[src/rtl/core/tsr_pkg.sv]
package tsr_pkg;

	localparam int unsigned STAMP_BITS   = 48;
	localparam int unsigned SAMPLE_BITS  = 16;
	localparam int unsigned PERIOD_BITS  = 20;
	localparam int unsigned FRAC_BITS    = 16;
	localparam int unsigned FIFO_DEPTH   = 2048;
	localparam int unsigned FIFO_AW      = $clog2(FIFO_DEPTH);
	localparam int unsigned FILL_W       = $clog2(FIFO_DEPTH + 1);
	localparam int unsigned ENTRY_W      = STAMP_BITS + SAMPLE_BITS;
	localparam int unsigned PROD_W       = FRAC_BITS + SAMPLE_BITS + 3;
	localparam int unsigned DIV_CNT_W    = $clog2(FRAC_BITS);
	localparam int unsigned PERIOD_RESET = 22;

	localparam int unsigned CFG_IDX_W  = 1;
	localparam int unsigned CFG_DATA_W = STAMP_BITS;
	localparam logic [CFG_IDX_W-1:0] REG_PERIOD = CFG_IDX_W'(0);
	localparam logic [CFG_IDX_W-1:0] REG_START  = CFG_IDX_W'(1);

	localparam int unsigned QUEUE_DEPTH = 2;
	localparam int unsigned QUEUE_AW    = $clog2(QUEUE_DEPTH);
	localparam int unsigned QUEUE_CNT_W = $clog2(QUEUE_DEPTH + 1);

	typedef logic [STAMP_BITS-1:0]         stamp_t;
	typedef logic signed [SAMPLE_BITS-1:0] sample_t;
	typedef logic [PERIOD_BITS-1:0]        period_t;

	typedef enum logic {
		CMD_PUSH = 1'b0,
		CMD_TICK = 1'b1
	} cmd_t;

	typedef enum logic {
		KIND_PUSH   = 1'b0,
		KIND_SAMPLE = 1'b1
	} kind_t;

	typedef struct packed {
		cmd_t    cmd;
		stamp_t  stamp;
		sample_t value;
	} cmd_item_t;

	typedef struct packed {
		kind_t   kind;
		sample_t value;
		logic    dropped;
	} res_item_t;

	typedef struct packed {
		period_t period;
		stamp_t  start;
	} cfg_t;

	typedef struct packed {
		logic [FILL_W-1:0] fill;
		logic              idle;
	} eng_status_t;

	typedef enum logic [2:0] {
		ST_IDLE,
		ST_READ,
		ST_CMP,
		ST_CHECK,
		ST_DIV,
		ST_MUL,
		ST_SUM,
		ST_EMIT
	} eng_state_t;

	function automatic logic [QUEUE_AW-1:0] qptr_inc(input logic [QUEUE_AW-1:0] p);
		return (p == QUEUE_AW'(QUEUE_DEPTH - 1)) ? '0 : p + QUEUE_AW'(1);
	endfunction

	function automatic logic [FIFO_AW-1:0] fptr_inc(input logic [FIFO_AW-1:0] p);
		return (p == FIFO_AW'(FIFO_DEPTH - 1)) ? '0 : p + FIFO_AW'(1);
	endfunction

endpackage

[src/rtl/core/tsr_cmd_queue.sv]
module tsr_cmd_queue (
	input  logic                clk,
	input  logic                arst_n,
	input  logic                wr_en,
	input  tsr_pkg::cmd_item_t  wr_item,
	output logic                full,
	output logic                rd_valid,
	input  logic                rd_en,
	output tsr_pkg::cmd_item_t  rd_item
);
	import tsr_pkg::*;

	cmd_item_t               slot_q [QUEUE_DEPTH];
	logic [QUEUE_AW-1:0]     wr_ptr_q;
	logic [QUEUE_AW-1:0]     rd_ptr_q;
	logic [QUEUE_CNT_W-1:0]  count_q;
	logic                    do_wr;
	logic                    do_rd;

	assign full     = (count_q == QUEUE_CNT_W'(QUEUE_DEPTH));
	assign rd_valid = (count_q != '0);
	assign rd_item  = slot_q[rd_ptr_q];
	assign do_wr    = wr_en && !full;
	assign do_rd    = rd_en && rd_valid;

	always_ff @(posedge clk) begin
		if (do_wr) begin
			slot_q[wr_ptr_q] <= wr_item;
		end
	end

	always_ff @(posedge clk or negedge arst_n) begin
		if (!arst_n) begin
			wr_ptr_q <= '0;
			rd_ptr_q <= '0;
			count_q  <= '0;
		end else begin
			if (do_wr) begin
				wr_ptr_q <= qptr_inc(wr_ptr_q);
			end
			if (do_rd) begin
				rd_ptr_q <= qptr_inc(rd_ptr_q);
			end
			if (do_wr && !do_rd) begin
				count_q <= count_q + QUEUE_CNT_W'(1);
			end else if (do_rd && !do_wr) begin
				count_q <= count_q - QUEUE_CNT_W'(1);
			end
		end
	end

endmodule

[config.mk]
export PLATFORM = sky130hd
export DESIGN_NAME = tsr_cmd_queue
export DESIGN_NICKNAME = d
export VERILOG_FILES = /design/src/rtl/core/tsr_pkg.sv /design/src/rtl/core/tsr_cmd_queue.sv
export SDC_FILE = /design/constraint.sdc
export NUM_CORES = 1
export LEC_CHECK = 0
export BUFFER_PORTS_ARGS = -buffer_cell sky130_fd_sc_hd__buf_2
export CELL_PAD_IN_SITES_DETAIL_PLACEMENT = 2
export CELL_PAD_IN_SITES_GLOBAL_PLACEMENT = 2
export CORE_MARGIN = 4
export CORE_UTILIZATION = 41
export DETAILED_ROUTE_END_ITERATION = 12
export PLACE_DENSITY = 0.85
export SETUP_SLACK_MARGIN = 0.5
export SLEW_MARGIN = 20
export SYNTH_ARGS = -nofsm -noshare
export SYNTH_HDL_FRONTEND = slang
export SYNTH_SLANG_ARGS = --single-unit
[constraint.sdc]
create_clock -name clk -period 8.8 [get_ports clk]
set_clock_uncertainty 0.15 [all_clocks]
set_input_delay 1.76 -clock clk [delete_from_list [all_inputs] [get_ports clk]]
set_output_delay 1.76 -clock clk [all_outputs]
set_load 0.03 [all_outputs]
# After elaboration in Yosys (flattened, before gate mapping)
# Memories as Yosys holds them, arrays and structs flattened.
# Index checks and enable logic that the tools add are counted.
[word_totals]
n_memories = 1
regBits = 4
ram_bits = 130
output_inout_bits = 67
in_bits = 69
word_cells = 24
[classes]
n_mux = 6
n_eq_ne = 1
reduce_logical = 9
addsub = 4
[mem_list]
columns = ["memory", "words", "word_bits", "read_ports", "rd_clocked_by_memory_dff", "write_ports", "line_no", "rtl"]
rows = [
  ["slot_q", 2, 65, 1, 0, 1, "tsr_cmd_queue.sv:13", "cmd_item_t slot_q [QUEUE_DEPTH];"],
]
[ops]
columns = ["operator", "n"]
rows = [
  ["logical AND 1 bit", 4],
  ["two-way mux 1 bit", 4],
  ["two-way mux 2 bit", 2],
  ["nonzero test 2 bit", 2],
  ["logical NOT 1 bit", 3],
  ["adder 1 bit, second input constant", 2],
  ["adder 2 x 1 -> 2 bit, second input constant", 1],
  ["== test 2 bit, second input constant", 1],
  ["subtractor 2 x 1 -> 2 bit, second input constant", 1],
]

# Logic depth before layout (Yosys ltp)
# Gate-level depths: netlist of the first run.
[depth]
ltp_word = 7
mapped_depth = 7
ltp_nobuf = 7

# Worst setup path before layout of the first run
# Ideal clock, no wire load.
[synth_timing]
path_type = "input-to-reg"
startpoint = "input wr_en"
endpoint = "memory slot_q[0][0] (netlist name) (enable)"
setup_ns = 0.488
path_slack_ns = 3.596
n_path_buf = 0
required_ns = 8.162
arrival_ns = 4.566
path_stages = 2
path_cell_list = "nand2_1 nor2_1"
[synth_via]
elab_chain_len = 3
[synth_rtl]
columns = ["item", "line_no", "rtl"]
rows = [
  ["start: declaration", "tsr_cmd_queue.sv:4", "input logic wr_en,"],
  ["logical AND 1 bit", "tsr_cmd_queue.sv:23", "assign do_wr = wr_en && !full;"],
  ["two-way mux 1 bit", "tsr_cmd_queue.sv:27", "if (do_wr) begin"],
  ["two-way mux 1 bit (implied by the code)", "tsr_cmd_queue.sv:28", "slot_q[wr_ptr_q] <= wr_item;"],
  ["end: declaration", "tsr_cmd_queue.sv:13", ""],
]
# No other way between the ends.

==> results.ini, run 1 <==
[floorplanning]
die_h_um = 119
ioPinCount = 136
die_w_um = 119
row_count = 40
dieArea_sq_um = 14200
initial_core_util_pct = 42.0
core_area_sq_um = 12000

[synthesis]
seq_area_frac_synth_pct = 79.3
synth-seq-cells = 134
ys_types = 15
syn_inst = 221
synth_top_cell_area_share_pct = 77.3
synthesis.area_sq_um = 5050
synth_nets = 291
yosysTopAreaCell = edfxtp_1
ys_warn_count = 0
synth_area_leaders = edfxtp_1 77%, mux2_4 12%, mux2_2 5.6%, dfrtp_1 2.0%, buf_6 1.1%
syn_avg_cell_area_sq_um = 22.8

[place]
dp_cells = 497
globalplace.congestion = 0.661
dpl.hpwl_mm = 7.05
numPortBuffers = 135
placedInstanceArea_sq_um = 5870

[timing]
tns_ns = 0
setup_violations = 0
finalCritPeriodShare_pct = 46.2
slew_headroom_pct = 38.3
hold_viol = 0
fmax_mhz = 246
rsz0062_at_grt = false
drv_slew = 0
min_period_ns = 4.06
tightest_slew_ns = 0.925

[finish]
layout-drive-gt1-share_pct = 59.6
mostFrequentLayoutCells = 135 x buf_2, 130 x edfxtp_1, 40 x mux2_4
finalNonFillerCells = 528
final_nets = 440
syn_to_final_growth_pct = 26.1
n_antenna_cell = 0
final_common_cell = buf_2
stdcell_area_sq_um = 6370
fillCellCount = 1069

[worst_setup_path]
cp-start-kind = register
timing.rr.start = count_q[0]
crit_family = flip-flops
r2r-end = slot_q[0][42]
cp.required_ns = 6.89
crit_chain = buf_12 > mux2_2 > buf_2
cp-endpoint = rd_item[44]
reg2reg_depth = 4
critPathMaxStageDelay_ns = 0.83
crit_buf_inv = 2
worst-endpoint-arrival_ns = 2.15
startpoint = rd_ptr_q
worstSetupPathType = register to output port
crit_path_end_kind = output port
worstSetupPathDepth = 3
regToRegSetupSlack_ns = 6.41
worstPathMaxFanout = 34
critPathSlowestCell = dfrtp_4

[detailed_routing]
dr_total_vias = 2502
dr.pass1.iters = 4
post_drt_wl_per_cell_um = 19.4
drt_iter0_drc = 125
drt-vias-per-instance = 4.74
ant_nets = 0
drc = 0
drt-total-wl_mm = 10.2

[worst_hold_path]
hp-class = register to register
holdPathStages = 1

[status]
status = finished, final reports clean

[clock_network]
cts.reportedPaths.clkPinSlew_ns = 0.05
insertion_delay_ns = 0.40
numCtsBuffers = 17
cts_num_sinks = 134
h-tree-depth = 4
cts_tree = built
clockBufferDepth = 2
post-cts-setup-buffers = 0
cts-hold-fix-buffers = 0
clock-root-buffer = clkbuf_16
ctsResizeCount = 0

[global_route]
grt_antenna_before_repair = 0
grt.total_usage_pct = 14.9
grt_overflow_total = 0
grt_pass1_wl_mm = 15.7
grt_pass1_vias = 2883
grt_max_degree = 67

[power]
vdd_drop_max_uv = 202
power_density_nw_per_um2 = 374
power_mw = 2.38
leakagePower_nw = 2.52

[job]
cap_violations = 0

[Yosys cell counts]
| cell type | count |
|---|---|
| edfxtp_1 | 130 |
| mux2_4 | 40 |
| mux2_2 | 25 |
| buf_6 | 5 |
| dfrtp_1 | 4 |
| xnor2_1 | 3 |
| buf_2 | 2 |
| inv_1 | 2 |
| nand2_1 | 2 |
| nor2_1 | 2 |
| xor2_1 | 2 |
| and3_1 | 1 |
| ha_1 | 1 |
| nand2b_1 | 1 |
| or2_2 | 1 |
[cell families after synthesis]
group	Yosys count	share of synthesized area (%)
buffers and inverters	9	1.46
multiplexers	65	17.5
XOR/XNOR	5	0.867
flip-flops	134	79.3
AND/OR/NAND/NOR	7	0.669
adder cells (fa/ha/maj)	1	0.248
[how the worst min path moves through the flow]
stage | end | from | slack [ns]
global route | count_q[1] | count_q[1] | 0.39
floorplan | count_q[1] | count_q[1] | 0.31
finish | count_q[1] | count_q[1] | 0.35
global placement | count_q[1] | count_q[1] | 0.33
detailed placement | count_q[1] | count_q[1] | 0.33
CTS | count_q[1] | count_q[1] | 0.35
[power by group]
part | switching (mW) | total [mW] | internal, mW
logic | 0.520 | 0.844 | 0.324
registers | 0.0832 | 0.961 | 0.878
clock network | 0.229 | 0.578 | 0.348
[layer usage]
layer / wire (um) / share of wire [%] / track usage (%) / vias to the layer above
li1: - / - / - / 1164
met1: 3970 / 39 / 16.4 / 1234
met2: 5490 / 54 / 26.0 / 89
met3: 585 / 5.7 / 5.46 / 15
met4: 169 / 1.7 / 6.08 / 0
met5: 0 / 0 / 0 / -
[per-stage QoR]
step,utilization [%],worst slack (ns),hold slack (ns)
final,53.0,4.74,0.346
after global routing,53.0,4.64,0.385
after CTS,52.8,4.60,0.347
after detailed placement,48.8,5.05,0.332
after global placement,48.8,5.09,0.330
after floorplan,-,3.60,0.306
[cell type report]
| cell class | count | area [sq um] | area share (%) |
|---|---|---|---|
| clock buffer | 21 | 440 | 6.92 |
| clock inverter | 9 | 38.8 | 0.609 |
| inverter | 2 | 7.51 | 0.118 |
| multi-input combinational | 78 | 985 | 15.5 |
| sequential | 134 | 4010 | 63.0 |
| tap | 147 | 184 | 2.89 |
| timing repair buffer | 137 | 703 | 11.0 |
[flip-flops by register name, indices dropped and copies added, names as in the netlist]
register  cells
rd_ptr_q      1
slot_q      130
wr_ptr_q      1
count_q       2
Note: power is estimated with default switching activity, not from simulation.
==> run 2: changes to the inputs <==
ABC_AREA = 1   (was not set)
CORE_UTILIZATION = 31   (was 41)
PLACE_DENSITY = 0.77   (was 0.85)
clock period = 3.66 ns   (was 8.8 ns; I/O delays follow)
==> run 2 against run 1 <==
Setup slack lost 3.9 ns. Combinational power grew to 2.7 times the previous value. Sequential share of layout area shrank 1.0 points. Via count grew 30%. Hold slack lost 0.015 ns. Power grew to 2.6 times the previous value. Sequential power grew 130%. Die area grew 27%.
==> results.ini, run 2 <==
[detailed_routing]
post_drt_wl_per_cell_um = 16.8  ; was 19.4 um
wl_met3_um = 807  ; was 585 um
wl_met2_mm = 6.48  ; was 5.49 mm
drt_iter0_drc = 120  ; was 125
m1WireLength_mm = 5.06  ; was 3.97 mm
ant_nets = 0  ; unchanged
routed.top_layer = met4  ; unchanged
drc = 0  ; unchanged
drt-vias-per-instance = 4.38  ; was 4.74
dr.pass1.iters = 7  ; was 4
drt-total-wl_mm = 12.5  ; was 10.2 mm
dr_total_vias = 3258  ; was 2502

[synthesis]
ys_warn_count = 0  ; unchanged
synth-seq-cells = 134  ; unchanged
synth_top_cell_area_share_pct = 79.0  ; was 77.3%
synth_nets = 441  ; was 291
seq_area_frac_synth_pct = 81.0  ; was 79.3%
syn_inst = 371  ; was 221
ys_types = 13  ; was 15
yosysTopAreaCell = edfxtp_1  ; unchanged
synth_most_common_cell = nand2_1  ; was edfxtp_1
syn_avg_cell_area_sq_um = 13.3  ; was 22.8 sq um
synth_common_cells = 206 x nand2_1, 130 x edfxtp_1, 9 x buf_2  ; was 130 x edfxtp_1, 40 x mux2_4, 25 x mux2_2
synth_area_leaders = edfxtp_1 79%, nand2_1 16%, dfrtp_1 2.0%, buf_2 0.91%, buf_4 0.76%  ; was edfxtp_1 77%, mux2_4 12%, mux2_2 5.6%, dfrtp_1 2.0%, buf_6 1.1%
synthArstFlopShare_pct = 2.99  ; unchanged
synthFlopType = edfxtp_1  ; unchanged
synth_edf_count = 130  ; unchanged
synthesis.area_sq_um = 4940  ; was 5050 sq um

[finish]
top_regs = slot_q x130, count_q x2  ; unchanged
mostFrequentLayoutCells = 206 x nand2_1, 135 x buf_2, 130 x edfxtp_1  ; was 135 x buf_2, 130 x edfxtp_1, 40 x mux2_4
final_common_cell = nand2_1  ; was buf_2
largest_reg_flops = 130  ; unchanged
syn_to_final_growth_pct = 30.8  ; was 26.1%
fin_util_pct = 41.9  ; was 53.0%
stdcell_area_sq_um = 6460  ; was 6370 sq um
top_register = slot_q  ; unchanged
layout-drive-gt1-share_pct = 32.0  ; was 59.6%
finalNonFillerCells = 743  ; was 528
final_nets = 588  ; was 440

[worst_setup_path]
startpoint = rd_ptr_q  ; unchanged
cp-start-kind = register  ; unchanged
cp-endpoint = rd_item[29]  ; was rd_item[44]
cp.required_ns = 2.78  ; was 6.89 ns
reg2reg_depth = 6  ; was 4
crit_path_end_kind = output port  ; unchanged
crit_family = buffers and inverters  ; was flip-flops
worstSetupPathDepth = 5  ; was 3
r2r-end = slot_q[0][41]  ; was slot_q[0][42]
worstSetupPathType = register to output port  ; unchanged
critical_path.most_common_cell = nand2_1
worst-endpoint-arrival_ns = 1.98  ; was 2.15 ns
critPathMaxStageDelay_ns = 0.45  ; was 0.83 ns
crit_buf_inv = 3  ; was 2
worstPathMaxFanout = 34  ; unchanged
critPathSlowestCell = inv_2  ; was dfrtp_4
regToRegSetupSlack_ns = 1.61  ; was 6.41 ns
crit_chain = inv_2 > buf_12 > nand2_1 > nand2_1 > buf_2  ; was buf_12 > mux2_2 > buf_2
timing.rr.start = count_q[1]  ; was count_q[0]

[floorplanning]
row_count = 45  ; was 40
dieArea_sq_um = 18000  ; was 14200 sq um
initial_core_util_pct = 32.0  ; was 42.0%
die_h_um = 134  ; was 119 um
ioPinCount = 136  ; unchanged
die_w_um = 134  ; was 119 um
core_area_sq_um = 15400  ; was 12000 sq um

[power]
leakagePower_nw = 2.79  ; was 2.52 nW
power_mw = 6.11  ; was 2.38 mW
power_density_nw_per_um2 = 945  ; was 374 nW/um^2
vdd_drop_max_uv = 518  ; was 202 uV

[timing]
timing.final.ws_setup_ns = 0.802  ; was 4.74 ns
tightest_slew_ns = 0.744  ; was 0.925 ns
setup_violations = 0  ; unchanged
tns_ns = 0  ; unchanged
slew_headroom_pct = 50.4  ; was 38.3%
min_period_ns = 2.86
fmax_mhz = 350
rsz0062_at_grt = false  ; unchanged
hold_viol = 0  ; unchanged
holdWs_ns = 0.332  ; was 0.346 ns
drv_slew = 0  ; unchanged
finalCritPeriodShare_pct = 78.1

[clock_network]
insertion_delay_ns = 0.41  ; was 0.40 ns
clock-root-buffer = clkbuf_16  ; unchanged
numCtsBuffers = 17  ; unchanged
cts.reportedPaths.clkPinSlew_ns = 0.06  ; was 0.05 ns
cts_tree = built  ; unchanged
cts_num_sinks = 134  ; unchanged
h-tree-depth = 4  ; unchanged
clockBufferDepth = 2  ; unchanged

[global_route]
grt_pass1_vias = 3673  ; was 2883
grt_overflow_total = 0  ; unchanged
grt_max_degree = 67  ; unchanged
grt_pass1_wl_mm = 19.3  ; was 15.7 mm
grt_antenna_before_repair = 0  ; unchanged
grt.total_usage_pct = 14.3  ; was 14.9%

[place]
placedInstanceArea_sq_um = 5880  ; was 5870 sq um
numPortBuffers = 135  ; unchanged
globalplace.congestion = 0.708  ; was 0.661
dp_slack_ns = 1.22  ; was 5.05 ns
dp_cells = 709  ; was 497
dpl.hpwl_mm = 8.55  ; was 7.05 mm

[job]
cap_violations = 0  ; unchanged

[status]
status = finished, final reports clean  ; unchanged

[worst_hold_path]
hp-class = register to register  ; unchanged

run 2: changes by cell type after synthesis, moves of 2 or more:
cell,delta
xnor2_1,-2
mux2_2,-25
inv_1,+5
nand3_1,+2
buf_6,-5
mux2_4,-40
buf_2,+7
nand2_1,+204
xor2_1,-2
buf_4,+5
run 2: area by class of cell:
class,count,area (sq um)
fill,1636,8960
sequential,134,4010
multi-input combinational,215,835
timing repair buffer,142,756
clock buffer,21,440
tap,211,264
clock inverter,11,133
inverter,8,30.0
antenna,1,2.50
run 2: logic make-up after synthesis:
logic type	synth area share (%)
flip-flops	81.0
XOR/XNOR	0.177
buffers and inverters	2.28
AND/OR/NAND/NOR	16.2
AO/OA/AOI/OAI	0.101
adder cells (fa/ha/maj)	0.253
run 2: power by group:
group	switching, mW	total [mW]	internal, mW
combinational	1.72	2.25	0.537
clock	0.604	1.66	1.06
sequential	0.0951	2.19	2.10
run 2: worst min path at each step:
stage                            from       endpoint  slack [ns]  depth (start not counted)
after floorplan                arst_n     count_q[0]        0.29                          0
after global placement     count_q[1]     count_q[1]        0.30                          2
after detailed placement   count_q[1]     count_q[1]        0.33                          2
after CTS                 wr_item[27]  slot_q[1][27]        0.34                          1
after global routing      wr_item[10]  slot_q[0][10]        0.33                          1
final                      count_q[1]     count_q[1]        0.33                          2
run 2: tightest hold or removal path, stage by stage (launching register included):
cell and delay, ns:
dfrtp_1 0.34, nand2_1 0.06, nand2_1 0.05
run 2: repair_timing:
item	CTS	global route
setup buffers	0	0
gates resized for setup	0	0
endpoints found under the hold margin	4	0
hold buffers	1	0
run 2: metal layers:
layer	vias up	GRT usage, %
li1	1543	-
met1	1600	16.0
met2	104	25.2
met3	11	4.61
met4	0	5.60
met5	-	0
==> run 3: changes to the inputs <==
clock period = 2.3 ns   (was 3.66 ns; I/O delays follow)
==> run 3 against run 2 <==
Non-clock buffer count up 29. Power is 120% higher. Combinational power rose to 2.9 times the previous value. Final area up 26%. Cell count is 3.8% higher. Hold slack worse by 0.25 ns. Critical endpoint is now rd_item[32]. Highest routed layer unchanged.
==> results.ini, run 3 (synthesized netlist as in run 2, its figures left out) <==
[finish]
fillCellCount = 1466  ; was 1636
n_antenna_cell = 0  ; was 1
fin_util_pct = 52.9  ; was 41.9%
mostFrequentLayoutCells = 130 x edfxtp_1, 87 x nand2_2, 70 x nand2_1, 70 x buf_6, 68 x buf_2  ; was 206 x nand2_1, 135 x buf_2, 130 x edfxtp_1
top_register = slot_q  ; unchanged
final_nets = 617  ; was 588
top_regs = slot_q x130, count_q x2  ; unchanged
final_common_cell = edfxtp_1  ; was nand2_1
layout-drive-gt1-share_pct = 61.4  ; was 32.0%
syn_to_final_growth_pct = 65.1  ; was 30.8%
largest_reg_flops = 130  ; unchanged

[global_route]
grt_max_degree = 37  ; was 67
grt.total_usage_pct = 16.6  ; was 14.3%
grt_pass1_wl_mm = 22.3  ; was 19.3 mm
grt_pass1_vias = 3983  ; was 3673
grt_overflow_total = 0  ; unchanged
grt_antenna_before_repair = 0  ; unchanged

[timing]
min_period_ns = 2.22
hold_viol = 0  ; unchanged
holdWs_ns = 0.0835  ; was 0.332 ns
timing.final.ws_setup_ns = 0.0801  ; was 0.802 ns
fmax_mhz = 450
tns_ns = 0  ; unchanged
finalCritPeriodShare_pct = 96.5
rsz0062_at_grt = true  ; was false
tightest_slew_ns = 0.443  ; was 0.744 ns
setup_violations = 0  ; unchanged
slew_headroom_pct = 70.2  ; was 50.4%
drv_slew = 0  ; unchanged

[worst_setup_path]
crit_path_end_kind = output port  ; unchanged
cp.required_ns = 1.69  ; was 2.78 ns
worstPathMaxFanout = 8  ; was 34
worst-endpoint-arrival_ns = 1.61  ; was 1.98 ns
worstSetupPathType = register to output port  ; unchanged
cp-start-kind = register  ; unchanged

[clock_network]
numCtsBuffers = 17  ; unchanged
clock-root-buffer = clkbuf_16  ; unchanged
insertion_delay_ns = 0.41  ; about the same
cts.reportedPaths.clkPinSlew_ns = 0.06  ; about the same
cts_num_sinks = 134  ; unchanged
clockBufferDepth = 2  ; unchanged
h-tree-depth = 4  ; unchanged
cts_tree = built  ; unchanged

[power]
vdd_drop_max_uv = 678  ; was 518 uV
leakagePower_nw = 3.43  ; was 2.79 nW
power_mw = 13.2  ; was 6.11 mW
power_density_nw_per_um2 = 1620  ; was 945 nW/um^2

[floorplanning]
die_w_um = 134  ; unchanged
core_area_sq_um = 15400  ; unchanged
row_count = 45  ; unchanged
initial_core_util_pct = 32.0  ; unchanged
dieArea_sq_um = 18000  ; unchanged
die_h_um = 134  ; unchanged
ioPinCount = 136  ; unchanged

[place]
globalplace.congestion = 0.683  ; was 0.708
numPortBuffers = 135  ; unchanged
dpl.hpwl_mm = 8.32  ; was 8.55 mm
dp_slack_ns = 0.402  ; was 1.22 ns

[detailed_routing]
drt-total-wl_mm = 16.1  ; was 12.5 mm
drc = 0  ; unchanged
ant_nets = 0  ; unchanged
drt_iter0_drc = 166  ; was 120
post_drt_wl_per_cell_um = 20.8  ; was 16.8 um
dr_total_vias = 3557  ; was 3258
drt-vias-per-instance = 4.61  ; was 4.38
dr.pass1.iters = 4  ; was 7

[job]
cap_violations = 0  ; unchanged

[status]
status = finished, final reports clean  ; unchanged

[worst_hold_path]
hp-class = input port to register  ; was register to register

run 3: worst max-delay path, cell delays in order (launching register included):
cell and delay, ns:
dfrtp_2 0.44, buf_6 0.13, buf_12 0.14, buf_16 0.15
nand2_1 0.13, nand2_4 0.06, buf_6 0.13
run 3: metrics by stage:
step | cells | instance area, sq um
after floorplan | 371 | 4970
after global placement | 710 | 5930
after detailed placement | 710 | 5930
after CTS | 762 | 7500
after global routing | 771 | 8160
final | 771 | 8160
run 3: path summary, 6_finish.rpt:
kind                                  start             to  slack, ns  cells after the start
min in group asynchronous            arst_n       wr_ptr_q       0.26                      2
worst min-delay path            wr_item[25]  slot_q[0][25]       0.08                      1
max in group asynchronous            arst_n       rd_ptr_q       1.58                      2
worst max register to register   count_q[1]  slot_q[1][12]       0.58                      4
worst max-delay path               rd_ptr_q    rd_item[32]       0.08                      6
worst min register to register     wr_ptr_q       wr_ptr_q       0.43                      2
run 3: final cells by class:
class | instances | area (sq um) | area share (%)
clock buffers | 17 | 425 | 5.21
clock inverters | 15 | 234 | 2.87
inverters | 8 | 38.8 | 0.475
multi-input cells | 215 | 1440 | 17.6
flip-flops and latches | 134 | 4010 | 49.1
well taps | 211 | 264 | 3.23
repair buffers | 171 | 1750 | 21.5
run 3: report_power, final:
part           switching (mW)  internal [mW]  total [mW]
Combinational            3.80           2.79        6.60
Clock                    1.01           2.02        3.03
Sequential              0.255           3.34        3.60
Total                    5.07           8.16        13.2
run 3: timing repair:
item	CTS	global route
buffers inserted	10	4
gates cloned	9	5
endpoints found under the hold margin	4	0
gates resized for setup	189	158
pin swaps	13	32
setup endpoints to repair	96	85
hold buffers	1	0
run 3: per-layer routing:
metal	track usage, %	up-vias	share of wire, %
met5	0	-	0
met2	29.4	103	55
li1	-	1610	-
met4	5.83	0	1.6
met3	3.68	18	3.4
met1	19.9	1826	40
