==> src/rtl/core/tsr_pkg.sv <==
package tsr_pkg;

	localparam int unsigned STAMP_BITS   = 48;
	localparam int unsigned SAMPLE_BITS  = 16;
	localparam int unsigned PERIOD_BITS  = 20;
	localparam int unsigned FRAC_BITS    = 16;
	localparam int unsigned FIFO_DEPTH   = 2048;
	localparam int unsigned FIFO_AW      = $clog2(FIFO_DEPTH);
	localparam int unsigned FILL_W       = $clog2(FIFO_DEPTH + 1);
	localparam int unsigned ENTRY_W      = STAMP_BITS + SAMPLE_BITS;
	localparam int unsigned PROD_W       = FRAC_BITS + SAMPLE_BITS + 3;
	localparam int unsigned DIV_CNT_W    = $clog2(FRAC_BITS);
	localparam int unsigned PERIOD_RESET = 22;

	localparam int unsigned CFG_IDX_W  = 1;
	localparam int unsigned CFG_DATA_W = STAMP_BITS;
	localparam logic [CFG_IDX_W-1:0] REG_PERIOD = CFG_IDX_W'(0);
	localparam logic [CFG_IDX_W-1:0] REG_START  = CFG_IDX_W'(1);

	localparam int unsigned QUEUE_DEPTH = 2;
	localparam int unsigned QUEUE_AW    = $clog2(QUEUE_DEPTH);
	localparam int unsigned QUEUE_CNT_W = $clog2(QUEUE_DEPTH + 1);

	typedef logic [STAMP_BITS-1:0]         stamp_t;
	typedef logic signed [SAMPLE_BITS-1:0] sample_t;
	typedef logic [PERIOD_BITS-1:0]        period_t;

	typedef enum logic {
		CMD_PUSH = 1'b0,
		CMD_TICK = 1'b1
	} cmd_t;

	typedef enum logic {
		KIND_PUSH   = 1'b0,
		KIND_SAMPLE = 1'b1
	} kind_t;

	typedef struct packed {
		cmd_t    cmd;
		stamp_t  stamp;
		sample_t value;
	} cmd_item_t;

	typedef struct packed {
		kind_t   kind;
		sample_t value;
		logic    dropped;
	} res_item_t;

	typedef struct packed {
		period_t period;
		stamp_t  start;
	} cfg_t;

	typedef struct packed {
		logic [FILL_W-1:0] fill;
		logic              idle;
	} eng_status_t;

	typedef enum logic [2:0] {
		ST_IDLE,
		ST_READ,
		ST_CMP,
		ST_CHECK,
		ST_DIV,
		ST_MUL,
		ST_SUM,
		ST_EMIT
	} eng_state_t;

	function automatic logic [QUEUE_AW-1:0] qptr_inc(input logic [QUEUE_AW-1:0] p);
		return (p == QUEUE_AW'(QUEUE_DEPTH - 1)) ? '0 : p + QUEUE_AW'(1);
	endfunction

	function automatic logic [FIFO_AW-1:0] fptr_inc(input logic [FIFO_AW-1:0] p);
		return (p == FIFO_AW'(FIFO_DEPTH - 1)) ? '0 : p + FIFO_AW'(1);
	endfunction

endpackage

==> src/rtl/core/tsr_result_queue.sv <==
module tsr_result_queue (
	input  logic                clk,
	input  logic                arst_n,
	input  logic                wr_en,
	input  tsr_pkg::res_item_t  wr_item,
	output logic                wr_ready,
	output logic                empty,
	input  logic                pop,
	output tsr_pkg::res_item_t  rd_item
);
	import tsr_pkg::*;

	res_item_t               slot_q [QUEUE_DEPTH];
	logic [QUEUE_AW-1:0]     wr_ptr_q;
	logic [QUEUE_AW-1:0]     rd_ptr_q;
	logic [QUEUE_CNT_W-1:0]  count_q;
	logic                    do_wr;
	logic                    do_rd;

	assign wr_ready = (count_q != QUEUE_CNT_W'(QUEUE_DEPTH));
	assign empty    = (count_q == '0);
	assign rd_item  = slot_q[rd_ptr_q];
	assign do_wr    = wr_en && wr_ready;
	assign do_rd    = pop && !empty;

	always_ff @(posedge clk) begin
		if (do_wr) begin
			slot_q[wr_ptr_q] <= wr_item;
		end
	end

	always_ff @(posedge clk or negedge arst_n) begin
		if (!arst_n) begin
			wr_ptr_q <= '0;
			rd_ptr_q <= '0;
			count_q  <= '0;
		end else begin
			if (do_wr) begin
				wr_ptr_q <= qptr_inc(wr_ptr_q);
			end
			if (do_rd) begin
				rd_ptr_q <= qptr_inc(rd_ptr_q);
			end
			if (do_wr && !do_rd) begin
				count_q <= count_q + QUEUE_CNT_W'(1);
			end else if (do_rd && !do_wr) begin
				count_q <= count_q - QUEUE_CNT_W'(1);
			end
		end
	end

endmodule

==> config.mk <==
export PLATFORM = sky130hd
export DESIGN_NAME = tsr_result_queue
export DESIGN_NICKNAME = d
export VERILOG_FILES = /design/src/rtl/core/tsr_pkg.sv /design/src/rtl/core/tsr_result_queue.sv
export SDC_FILE = /design/constraint.sdc
export NUM_CORES = 1
export LEC_CHECK = 0
export BUFFER_PORTS_ARGS = -buffer_cell sky130_fd_sc_hd__buf_4
export CAP_MARGIN = 20
export CORE_MARGIN = 2
export CORE_UTILIZATION = 54
export CTS_CLUSTER_DIAMETER = 80
export DETAILED_ROUTE_END_ITERATION = 8
export PLACE_DENSITY = 0.85
export SYNTH_ARGS = -nofsm -noshare
export SYNTH_HDL_FRONTEND = slang
export SYNTH_SLANG_ARGS = --single-unit
==> constraint.sdc <==
create_clock -name clk -period 4.7 [get_ports clk]
set_input_delay 0 -clock clk [delete_from_list [all_inputs] [get_ports clk]]
set_output_delay 0 -clock clk [all_outputs]
set_load 0.005 [all_outputs]
After elaboration in Yosys (flattened, before gate mapping):

Memory sizes are Yosys's and may differ from the RTL's.
Index checks and enable logic that the tools add are counted.

* word-level logic and storage cells: 24
* flip-flop bits (word level): 4
* output and inout port bits: 20
* bits in writable memories: 36
* memories kept: 1
* input bits: 22

* add/sub/neg operators: 4
* muxes and demuxes: 6
* equality and inequality tests: 1
* reductions and logical operators: 9

Memories
* slot_q: words 2, width 18, rd ports 1, clocked after Yosys merged registers in 0, wr ports 1, RTL line tsr_result_queue.sv:13 `res_item_t slot_q [QUEUE_DEPTH];`

Operators with widths (number)
* $logic_and 1x1->1: 4
* $mux 1: 4
* $mux 2: 2
* $logic_not 1->1: 3
* $add 1x1->1 const B: 2
* $add 2x1->2 const B: 1
* $logic_not 2->1: 1
* $ne 2x2->1 const B: 1
* $reduce_bool 2->1: 1
* $sub 2x1->2 const B: 1

Depth between registers and ports, before layout:

Gate-level depths: netlist (run 1).

* depth after elaboration: 6
* gate-level depth with buffers: 7
* depth with buffers taken out: 7

Worst setup path before layout (run 1):

No wires, ideal clock.

* kind: reg2reg
* from: register count_q[0]
* to: memory slot_q[0][0] in the netlist's numbering (enable)
* clock period less this slack: 1.810 ns
* required time: 4.307 ns
* cell stages (with the launch flop): 4
* data arrival time: 1.417 ns
* library setup time: 0.393 ns
* buffers on the path: 0
* setup slack: 2.890 ns
* cells stage by stage: dfrtp_1 > nand2b_2 > nand2_2 > nor2_1

* longest elaborated chain between the ends: 4

Ends and longest elaborated chain
* start: declaration: RTL line tsr_result_queue.sv:16 `logic [QUEUE_CNT_W-1:0] count_q;`
* start signal: assignment: RTL line tsr_result_queue.sv:45 `count_q <= count_q + QUEUE_CNT_W'(1);`
* start signal: assignment: RTL line tsr_result_queue.sv:47 `count_q <= count_q - QUEUE_CNT_W'(1);`
* $ne 2x2->1: RTL line tsr_result_queue.sv:20 `assign wr_ready = (count_q != QUEUE_CNT_W'(QUEUE_DEPTH));`
* named net wr_ready: RTL line tsr_result_queue.sv:6 `output logic wr_ready,`
* $logic_and 1x1->1: RTL line tsr_result_queue.sv:23 `assign do_wr = wr_en && wr_ready;`
* $mux 1: RTL line tsr_result_queue.sv:27 `if (do_wr) begin`
* $mux 1 (not written as such): RTL line tsr_result_queue.sv:28 `slot_q[wr_ptr_q] <= wr_item;`
* end: declaration: RTL line tsr_result_queue.sv:13

The timed path passes the listed nets, and every way through them passes these cells.

==> results of run 1 <==
## report_power, final
group          total [uW]  leakage (uW)  internal [uW]  switching (uW)
Sequential            560      0.000381            490            69.8
Combinational         384      0.000448            245             139
Clock                 161     0.0000324           55.0             106
Total                1110      0.000861            790             315
## routing by layer
| metal | wire length, um | share of wire | global-route usage |
|---|---|---|---|
| met2 | 1540 | 0.55 | 0.323 |
| met4 | 33 | 0.012 | 0.0797 |
| met3 | 111 | 0.040 | 0.0476 |
| met1 | 1100 | 0.39 | 0.220 |
| met5 | 0 | 0 | 0 |
## cells by family after synthesis
kind of cell,count (synthesis),synth area share
fa+ha+maj,1,0.00809
compound gates,1,0.00323
flops,40,0.764
mux,18,0.153
buf+inv,3,0.0227
simple gates,6,0.0210
xor+xnor,5,0.0283
## how the worst max path moves through the flow
| stage | start | to | slack [ns] | cells after the start |
|---|---|---|---|---|
| after floorplan | count_q[0] | slot_q[0][0] | 2.89 | 3 |
| after global placement | count_q[0] | slot_q[1][1] | 3.04 | 2 |
| after detailed placement | count_q[0] | slot_q[1][1] | 2.96 | 2 |
| after CTS | rd_ptr_q | rd_item[5] | 2.81 | 2 |
| after global routing | rd_ptr_q | rd_item[7] | 2.72 | 2 |
| final | rd_ptr_q | rd_item[5] | 2.83 | 2 |
## critical path: cells and delay by family (launching register included)
family                 cells  cell delay (ns)
DFF                        1             0.97
buffers and inverters      1             0.14
muxes                      1             0.43
## registers in the layout, indices dropped and copies added, names as in the netlist
register	cells
count_q	2
rd_ptr_q	1
slot_q	36
wr_ptr_q	1
## synth_stat cells, drive strengths merged
cell type and instances:
and3 1, buf 2, dfrtp 4, edfxtp 36, ha 1, inv 1
mux2 18, nand2 1, nand2b 1, nor2 3, o21ai 1, xnor2 3
xor2 2
## per-stage QoR
stage                     instance area, um^2  hold WS, ns  power [uW]  std cells  setup WS, ns
final                                    2130       0.0424        1110        174          2.83
after global routing                     2130       0.0307        1160        174          2.72
after CTS                                2130       0.0436        1120        174          2.81
after detailed placement                 1870       -0.200         942        145          2.96
after global placement                   1870       -0.203         921        145          3.04
after floorplan                          1550       -0.296         785         74          2.89
## layout make-up
type	instances	area, um^2
flip-flops and latches	40	1180
inverters	1	3.75
repair buffers	63	526
well taps	31	38.8
multi-input cells	31	330
clock buffers	5	37.5
fillers	152	603
clock inverters	3	13.8
==> impl_metrics.env, run 1 <==
export IMPL_status="finished, final reports clean"
export IMPL_routed_via_count=856
export IMPL_clock_root_buffer="clkbuf_4"
export IMPL_dieArea_um2=3310
export IMPL_clk_insertion_delay_late_ns=0.33
export IMPL_final_cell_mix="buf_4, edfxtp_1, dlygate4sd3_1"
export IMPL_grt_pass1_vias=876
export IMPL_die_h_um=57.5
export IMPL_ys_seq_elements=40
export IMPL_area_growth_pct=37.8
export IMPL_gp_congestion=0.621
export IMPL_final_common_cell="buf_4"
export IMPL_crit_chain="mux2_2, buf_4"
export IMPL_cts_resized_gates=0
export IMPL_tns_ns=0
export IMPL_synthTopCellsByArea="edfxtp_1, mux2_4, mux2_2"
export IMPL_rr_endpoint="slot_q[0][17]"
export IMPL_post_cts_buffers=0
export IMPL_grt_pass1_wl_um=4340
export IMPL_syn_area_um2=1550
export IMPL_portBuffers=41
export IMPL_crit_arrival_ns=1.87
export IMPL_drv_cap=0
export IMPL_dr_pass1_iters=3
export IMPL_rsz0062_at_grt="no"
export IMPL_cp_required_ns=4.70
export IMPL_worstHoldEndpoint="rd_ptr_q"
export IMPL_path_max_fanout=19
export IMPL_period_share=0.398
export IMPL_syn_nets=97
export IMPL_io_pins=42
export IMPL_critPathSlowestCell="dfrtp_1"
export IMPL_drive_gt1_frac=0.483
export IMPL_antenna_found_initial=0
export IMPL_grt_use_total=0.187
export IMPL_hold_depth=3
export IMPL_synth_area_leader_cell="edfxtp_1"
export IMPL_critPathCaptureType="primary output"
export IMPL_critPathMaxStageDelay_ns=0.97
export IMPL_skew_ns=0.00733
export IMPL_clock_path_buffers=2
export IMPL_reg2reg_from="count_q[0]"
export IMPL_worstHoldPathType="in2reg"
export IMPL_synth_warnings=0
export IMPL_routedWlPerCell_um=16.0
export IMPL_ys_types=15
export IMPL_drc=0
export IMPL_fmax_ghz=0.535
export IMPL_cts_num_sinks=40
export IMPL_die_x_um=57.5
export IMPL_ant_nets=0
export IMPL_postCtsHoldBufs=21
export IMPL_tritoncts="yes"
export IMPL_start_util=0.566
export IMPL_worst_hold_startpoint="pop"
export IMPL_grt_max_degree=20
export IMPL_fin_crit_ns=1.87
export IMPL_drv_slew=0
export IMPL_finalSetupViolCount=0
export IMPL_ys_seq_area_frac=0.764
export IMPL_synth_area_per_cell_um2=20.9
export IMPL_ff2ff_path_depth=4
export IMPL_via_per_inst=4.92
export IMPL_synth_cells=74
export IMPL_p_leak_uw=0.000861
export IMPL_fp_row_count=19
export IMPL_startpoint_type="flip-flop"
export IMPL_tightest_slew_ns=0.930
export IMPL_clk_pin_slew_worst_paths_ns=0.11
export IMPL_cts_made_buffers=5
export IMPL_path_class="reg2out"
export IMPL_overflow=0
export IMPL_p_per_area_nw_per_um2=519
export IMPL_num_nets_final=165
export IMPL_hold_viol_final=0
export IMPL_ir_drop_v=0.000453
export IMPL_post_dp_hpwl_um=1720
export IMPL_drt_initial_drc_count=16
export IMPL_antenna_diode_count=0
export IMPL_rrSetupSlack_ns=2.92
export IMPL_core_area_um2=2730
export IMPL_htreeDepth=2
export IMPL_wl_um=2790
export IMPL_fin_util=0.779
export IMPL_slew_headroom=0.380
export IMPL_synth_top_area_share=0.699
(Power assumes the default switching activity.)
==> run 2: changes to the inputs <==
--- a/config.mk
+++ b/config.mk
@@ -5,13 +5,14 @@
 export SDC_FILE = /design/constraint.sdc
 export NUM_CORES = 1
 export LEC_CHECK = 0
+export ABC_AREA = 1
 export BUFFER_PORTS_ARGS = -buffer_cell sky130_fd_sc_hd__buf_4
 export CAP_MARGIN = 20
 export CORE_MARGIN = 2
-export CORE_UTILIZATION = 54
+export CORE_UTILIZATION = 46
 export CTS_CLUSTER_DIAMETER = 80
 export DETAILED_ROUTE_END_ITERATION = 8
-export PLACE_DENSITY = 0.85
+export PLACE_DENSITY = 0.77
 export SYNTH_ARGS = -nofsm -noshare
 export SYNTH_HDL_FRONTEND = slang
 export SYNTH_SLANG_ARGS = --single-unit
==> constraint.sdc (replaced) <==
create_clock -name clk -period 1.6 [get_ports clk]
set_input_delay 0 -clock clk [delete_from_list [all_inputs] [get_ports clk]]
set_output_delay 0 -clock clk [all_outputs]
set_load 0.005 [all_outputs]
==> run 2 against run 1 <==
  * Total power rose to 3.0 times the previous value
  * Routed wire length up 5.1%
  * Final area up 3.4%
  * Synthesized cell count up 65%
  * Global-route usage down 1.3 points
  * Register-to-register slack worse by 2.7 ns
  * Critical path type is now reg2reg
==> impl_metrics.env, run 2 <==
export IMPL_status="finished, final reports clean"
export IMPL_synth_edf_count=36
export IMPL_die_h_um=62.0
export IMPL_cp_required_ns=1.83
export IMPL_synthTopCellsByArea="edfxtp_1, nand2_1, dfrtp_1"
export IMPL_routedWlPerCell_um=12.1
export IMPL_grt_max_degree=20
export IMPL_post_dp_hpwl_um=1900
export IMPL_period_share=0.886
export IMPL_ys_seq_area_frac=0.763
export IMPL_drv_cap=0
export IMPL_clock_path_buffers=2
export IMPL_path_max_fanout=5
export IMPL_start_util=0.472
export IMPL_post_place_ws_ns=0.206
export IMPL_fill_cells=244
export IMPL_critPathMaxStageDelay_ns=0.45
export IMPL_wl_um=2930
export IMPL_area_growth_pct=42.2
export IMPL_tritoncts="yes"
export IMPL_clk_insertion_delay_late_ns=0.33
export IMPL_grt_use_total=0.174
export IMPL_drc=0
export IMPL_synth_area_leader_cell="edfxtp_1"
export IMPL_die_x_um=62.0
export IMPL_total_power_uw=3340
export IMPL_ys_seq_elements=40
export IMPL_antenna_diode_count=0
export IMPL_final_cell_mix="nand2_1, buf_4, edfxtp_1"
export IMPL_finalSetupViolCount=0
export IMPL_drt_initial_drc_count=53
export IMPL_multiInputGateArea_um2=320
export IMPL_worstHoldPathType="in2reg"
export IMPL_critPathCaptureType="flip-flop"
export IMPL_critPathSlowestCell="dfrtp_1"
export IMPL_ys_types=17
export IMPL_via_per_inst=4.59
export IMPL_synth_warnings=0
export IMPL_crit_arrival_ns=1.65
export IMPL_synth_top_area_share=0.698
export IMPL_syn_nets=145
export IMPL_synthTopCellsByCount="nand2_1, edfxtp_1, inv_1"
export IMPL_grt_pass1_wl_um=4640
export IMPL_num_nets_final=217
export IMPL_seqCellArea_um2=1180
export IMPL_clk_pin_slew_worst_paths_ns=0.11
export IMPL_yosysMostFrequentCell="nand2_1"
export IMPL_cts_num_sinks=40
export IMPL_post_cts_buffers=0
export IMPL_synth_area_per_cell_um2=12.7
export IMPL_rsz0062_at_grt="no"
export IMPL_grt_pass1_vias=1103
export IMPL_setup_slack_ns=0.182
export IMPL_clock_root_buffer="clkbuf_4"
export IMPL_dr_pass1_iters=6
export IMPL_cts_made_buffers=5
export IMPL_final_common_cell="nand2_1"
export IMPL_startpoint_type="flip-flop"
export IMPL_skew_ns=0.00870
export IMPL_p_leak_uw=0.000968
export IMPL_synth_cells=122
export IMPL_ir_drop_v=0.000888
export IMPL_hold_viol_final=0
export IMPL_async_flop_share=0.100
export IMPL_portBuffers=41
export IMPL_fin_crit_ns=1.42
export IMPL_p_per_area_nw_per_um2=1510
export IMPL_path_class="reg2reg"
export IMPL_drv_slew=0
export IMPL_fp_row_count=21
export IMPL_io_pins=42
export IMPL_routed_via_count=1106
export IMPL_tightest_slew_ns=0.335
export IMPL_dieArea_um2=3850
export IMPL_largestRegisters="slot_q x36, count_q x2"
export IMPL_gp_congestion=0.615
export IMPL_crit_chain="inv_2, nand2_2, nand2_4, inv_1, ha_1, inv_1, nand3_1, nand2_1, nand2_1"
export IMPL_tns_ns=0
export IMPL_largest_reg_flops=36
export IMPL_fmax_ghz=0.705
export IMPL_ant_nets=0
export IMPL_antenna_found_initial=0
export IMPL_htreeDepth=2
export IMPL_core_area_um2=3280
export IMPL_overflow=0
export IMPL_drive_gt1_frac=0.303
export IMPL_ys_flop_type="edfxtp_1"
export IMPL_syn_area_um2=1550
export IMPL_largest_register="slot_q"
export IMPL_slew_headroom=0.776
run 2: cell types whose count changed after synthesis, sizes merged:
cell,delta
nand4,+1
xnor2,-2
xor2,-1
nand3b,+1
nand2b,-1
inv,+6
nand2,+61
buf,+1
and3,-1
mux2,-18
nand3,+1
run 2: worst paths after layout:
kind | startpoint | to | slack (ns) | cells after the start
worst max register to register | count_q[0] | count_q[1] | 0.18 | 9
worst max-delay path | count_q[0] | count_q[1] | 0.18 | 9
min in group asynchronous | arst_n | rd_ptr_q | 0.58 | 3
max in group asynchronous | arst_n | wr_ptr_q | 0.83 | 3
worst min register to register | count_q[0] | count_q[0] | 0.59 | 1
worst min-delay path | wr_item[2] | slot_q[1][2] | 0.39 | 2
run 2: metrics by stage:
stage                     utilization  hold WS [ns]  instances  cell area, um^2
final                           0.671         0.387        241             2200
after global routing            0.671         0.352        241             2200
after CTS                       0.671         0.371        241             2200
after detailed placement        0.588        -0.195        211             1930
after global placement          0.588        -0.201        211             1930
after floorplan                     -        -0.296        122             1550
run 2: area by class of cell:
class                      instances  share of cell area
inverter                           7              0.0119
clock inverter                     2             0.00511
clock buffer                       6              0.0187
tap                               46              0.0261
timing repair buffer              68               0.257
sequential                        40               0.536
multi-input combinational         72               0.145
run 2: layer usage:
layer / up-vias / GRT usage / share of wire
met1: 508 / 0.196 / 0.41
met5: - / 0 / 0
met2: 47 / 0.301 / 0.51
li1: 547 / - / -
met3: 4 / 0.0725 / 0.070
met4: 0 / 0.0547 / 0.0055
run 2: what timing repair did:
| item | 4_1_cts | 5_1_grt |
|---|---|---|
| hold endpoints to repair | 42 | 0 |
| hold buffers | 22 | 0 |
| resized for setup | 0 | 0 |
run 2: report_power, final:
group,total (uW),switching (uW),leakage (uW),internal (uW)
Combinational,1330,698,0.000560,632
Clock,471,304,0.0000259,167
Sequential,1530,98.0,0.000382,1440
Total,3340,1100,0.000968,2240
run 2: critical path: cells and delay by family (launching register included):
kind,cells,cell delay (ns)
flops,1,0.45
fa+ha+maj,1,0.30
simple gates,5,0.36
buf+inv,3,0.22
run 2: cells by family after synthesis:
group	share of synthesized area
adders and majority gates	0.00808
DFF	0.763
xor gates and xnor gates	0.0162
AOI/OAI and AO/OA	0.00323
and+or+nand+nor	0.176
buffers and inverters	0.0339
==> run 3: changes to the inputs <==
--- a/config.mk
+++ b/config.mk
@@ -9,10 +9,11 @@
 export BUFFER_PORTS_ARGS = -buffer_cell sky130_fd_sc_hd__buf_4
 export CAP_MARGIN = 20
 export CORE_MARGIN = 2
-export CORE_UTILIZATION = 46
+export CORE_UTILIZATION = 48
+export CTS_BUF_LIST = sky130_fd_sc_hd__clkbuf_2 sky130_fd_sc_hd__clkbuf_4 sky130_fd_sc_hd__clkbuf_8
 export CTS_CLUSTER_DIAMETER = 80
 export DETAILED_ROUTE_END_ITERATION = 8
-export PLACE_DENSITY = 0.77
+export PLACE_DENSITY = 0.8
 export SYNTH_ARGS = -nofsm -noshare
 export SYNTH_HDL_FRONTEND = slang
 export SYNTH_SLANG_ARGS = --single-unit
==> run 3 against run 2 <==
  * Global-route usage up 0.76 points
  * Clock power up 14%
  * Highest routed layer unchanged
  * Critical path type is now reg2out
  * Critical endpoint is now rd_item[0]
  * Sequential share of layout area down 0.18 points
==> impl_metrics.env, run 3 (synthesis gave the netlist of run 2 again) <==
export IMPL_tritoncts="yes"
export IMPL_wl_um=3140
export IMPL_grt_pass1_vias=1071
export IMPL_crit_arrival_ns=1.48
export IMPL_critPathSlowestCell="dfrtp_1"
export IMPL_fp_row_count=20
export IMPL_finalSetupViolCount=0
export IMPL_largest_reg_flops=36
export IMPL_clock_root_buffer="clkbuf_4"
export IMPL_area_growth_pct=42.7
export IMPL_drv_cap=0
export IMPL_critPathMaxStageDelay_ns=0.52
export IMPL_post_place_ws_ns=0.186
export IMPL_cts_made_buffers=5
export IMPL_gp_congestion=0.620
export IMPL_drive_gt1_frac=0.308
export IMPL_design_area_um2=2210
export IMPL_dieArea_um2=3700
export IMPL_clk_pin_slew_worst_paths_ns=0.12
export IMPL_setup_slack_ns=0.122
export IMPL_final_cell_mix="nand2_1, buf_4, edfxtp_1"
export IMPL_start_util=0.507
export IMPL_slew_headroom=0.773
export IMPL_ant_nets=0
export IMPL_dr_pass1_iters=4
export IMPL_die_h_um=60.8
export IMPL_holdWs_ns=0.377
export IMPL_drc=0
export IMPL_cts_num_sinks=40
export IMPL_routedWlPerCell_um=13.1
export IMPL_hold_viol_final=0
export IMPL_drv_slew=0
export IMPL_crit_chain="inv_2, nand2_1, nand2_1, buf_4"
export IMPL_overflow=0
export IMPL_dp_cells=209
export IMPL_path_class="reg2out"
export IMPL_crit_family="flip-flops"
export IMPL_startpoint_type="flip-flop"
export IMPL_io_pins=42
export IMPL_period_share=0.924
export IMPL_portBuffers=41
export IMPL_largestRegisters="slot_q x36, count_q x2"
export IMPL_grt_pass1_wl_um=4620
export IMPL_worstHoldPathType="in2reg"
export IMPL_largest_register="slot_q"
export IMPL_die_x_um=60.8
export IMPL_clock_path_buffers=2
export IMPL_dpl_cell_area_um2=1930
export IMPL_path_max_fanout=19
export IMPL_post_dp_hpwl_um=2050
export IMPL_total_power_uw=3410
export IMPL_ir_drop_v=0.000832
export IMPL_fin_crit_ns=1.48
export IMPL_rsz0062_at_grt="no"
export IMPL_critPathCaptureType="primary output"
export IMPL_antenna_diode_count=0
export IMPL_antenna_found_initial=0
export IMPL_cp_required_ns=1.60
export IMPL_p_per_area_nw_per_um2=1540
export IMPL_num_nets_final=217
export IMPL_htreeDepth=2
export IMPL_final_common_cell="nand2_1"
export IMPL_status="finished, final reports clean"
export IMPL_path_buf_inv=2
export IMPL_layout_cells_non_filler=239
export IMPL_drt_initial_drc_count=27
export IMPL_tightest_slew_ns=0.340
export IMPL_post_cts_buffers=0
export IMPL_routed_via_count=1113
export IMPL_skew_ns=0.0105
export IMPL_core_area_um2=3050
export IMPL_clk_insertion_delay_late_ns=0.35
export IMPL_grt_max_degree=20
export IMPL_crit_path_frequent_cell="nand2_1"
export IMPL_via_per_inst=4.66
export IMPL_p_leak_uw=0.000979
export IMPL_fmax_ghz=0.677
export IMPL_grt_use_total=0.182
==> run 3: path summary, 6_finish.rpt <==
check,start,endpoint,slack (ns),depth (start not counted)
setup / recovery,rd_ptr_q,rd_item[0],0.12,4
hold / removal,wr_item[2],slot_q[0][2],0.38,2
setup reg to reg,count_q[0],count_q[1],0.16,9
hold reg to reg,count_q[0],count_q[0],0.58,1
max in group asynchronous,arst_n,wr_ptr_q,0.86,3
min in group asynchronous,arst_n,count_q[0],0.56,3
==> run 3: layout make-up <==
type / count / area [um^2]
flip-flops and latches: 40 / 1180
fillers: 222 / 842
repair buffers: 68 / 566
multi-input cells: 72 / 320
clock buffers: 7 / 58.8
well taps: 44 / 55.1
inverters: 7 / 26.3
clock inverters: 1 / 3.75
==> run 3: repair_timing <==
action                    in CTS  in global routing
hold endpoints to repair      42                  0
hold buffers                  22                  0
gates resized for setup        0                  0
==> run 3: report_power, final <==
| part | switching [uW] | leakage [uW] | internal [uW] |
|---|---|---|---|
| Combinational | 675 | 0.000560 | 631 |
| Clock | 310 | 0.0000364 | 228 |
| Sequential | 135 | 0.000382 | 1440 |
| Total | 1120 | 0.000979 | 2290 |
==> run 3: per-layer routing <==
layer	routed length, um	up-vias	global-route usage	part of all wire
met3	225	6	0.0661	0.072
met5	0	-	0	0
met4	30	0	0.0466	0.0096
li1	-	546	-	-
met2	1580	48	0.323	0.50
met1	1300	513	0.208	0.42
==> run 3: per-stage QoR <==
stage	utilization	setup TNS (ns)
floorplan	-	-6.51
global placement	0.632	0
detailed placement	0.632	0
CTS	0.724	0
global route	0.724	0
finish	0.724	0
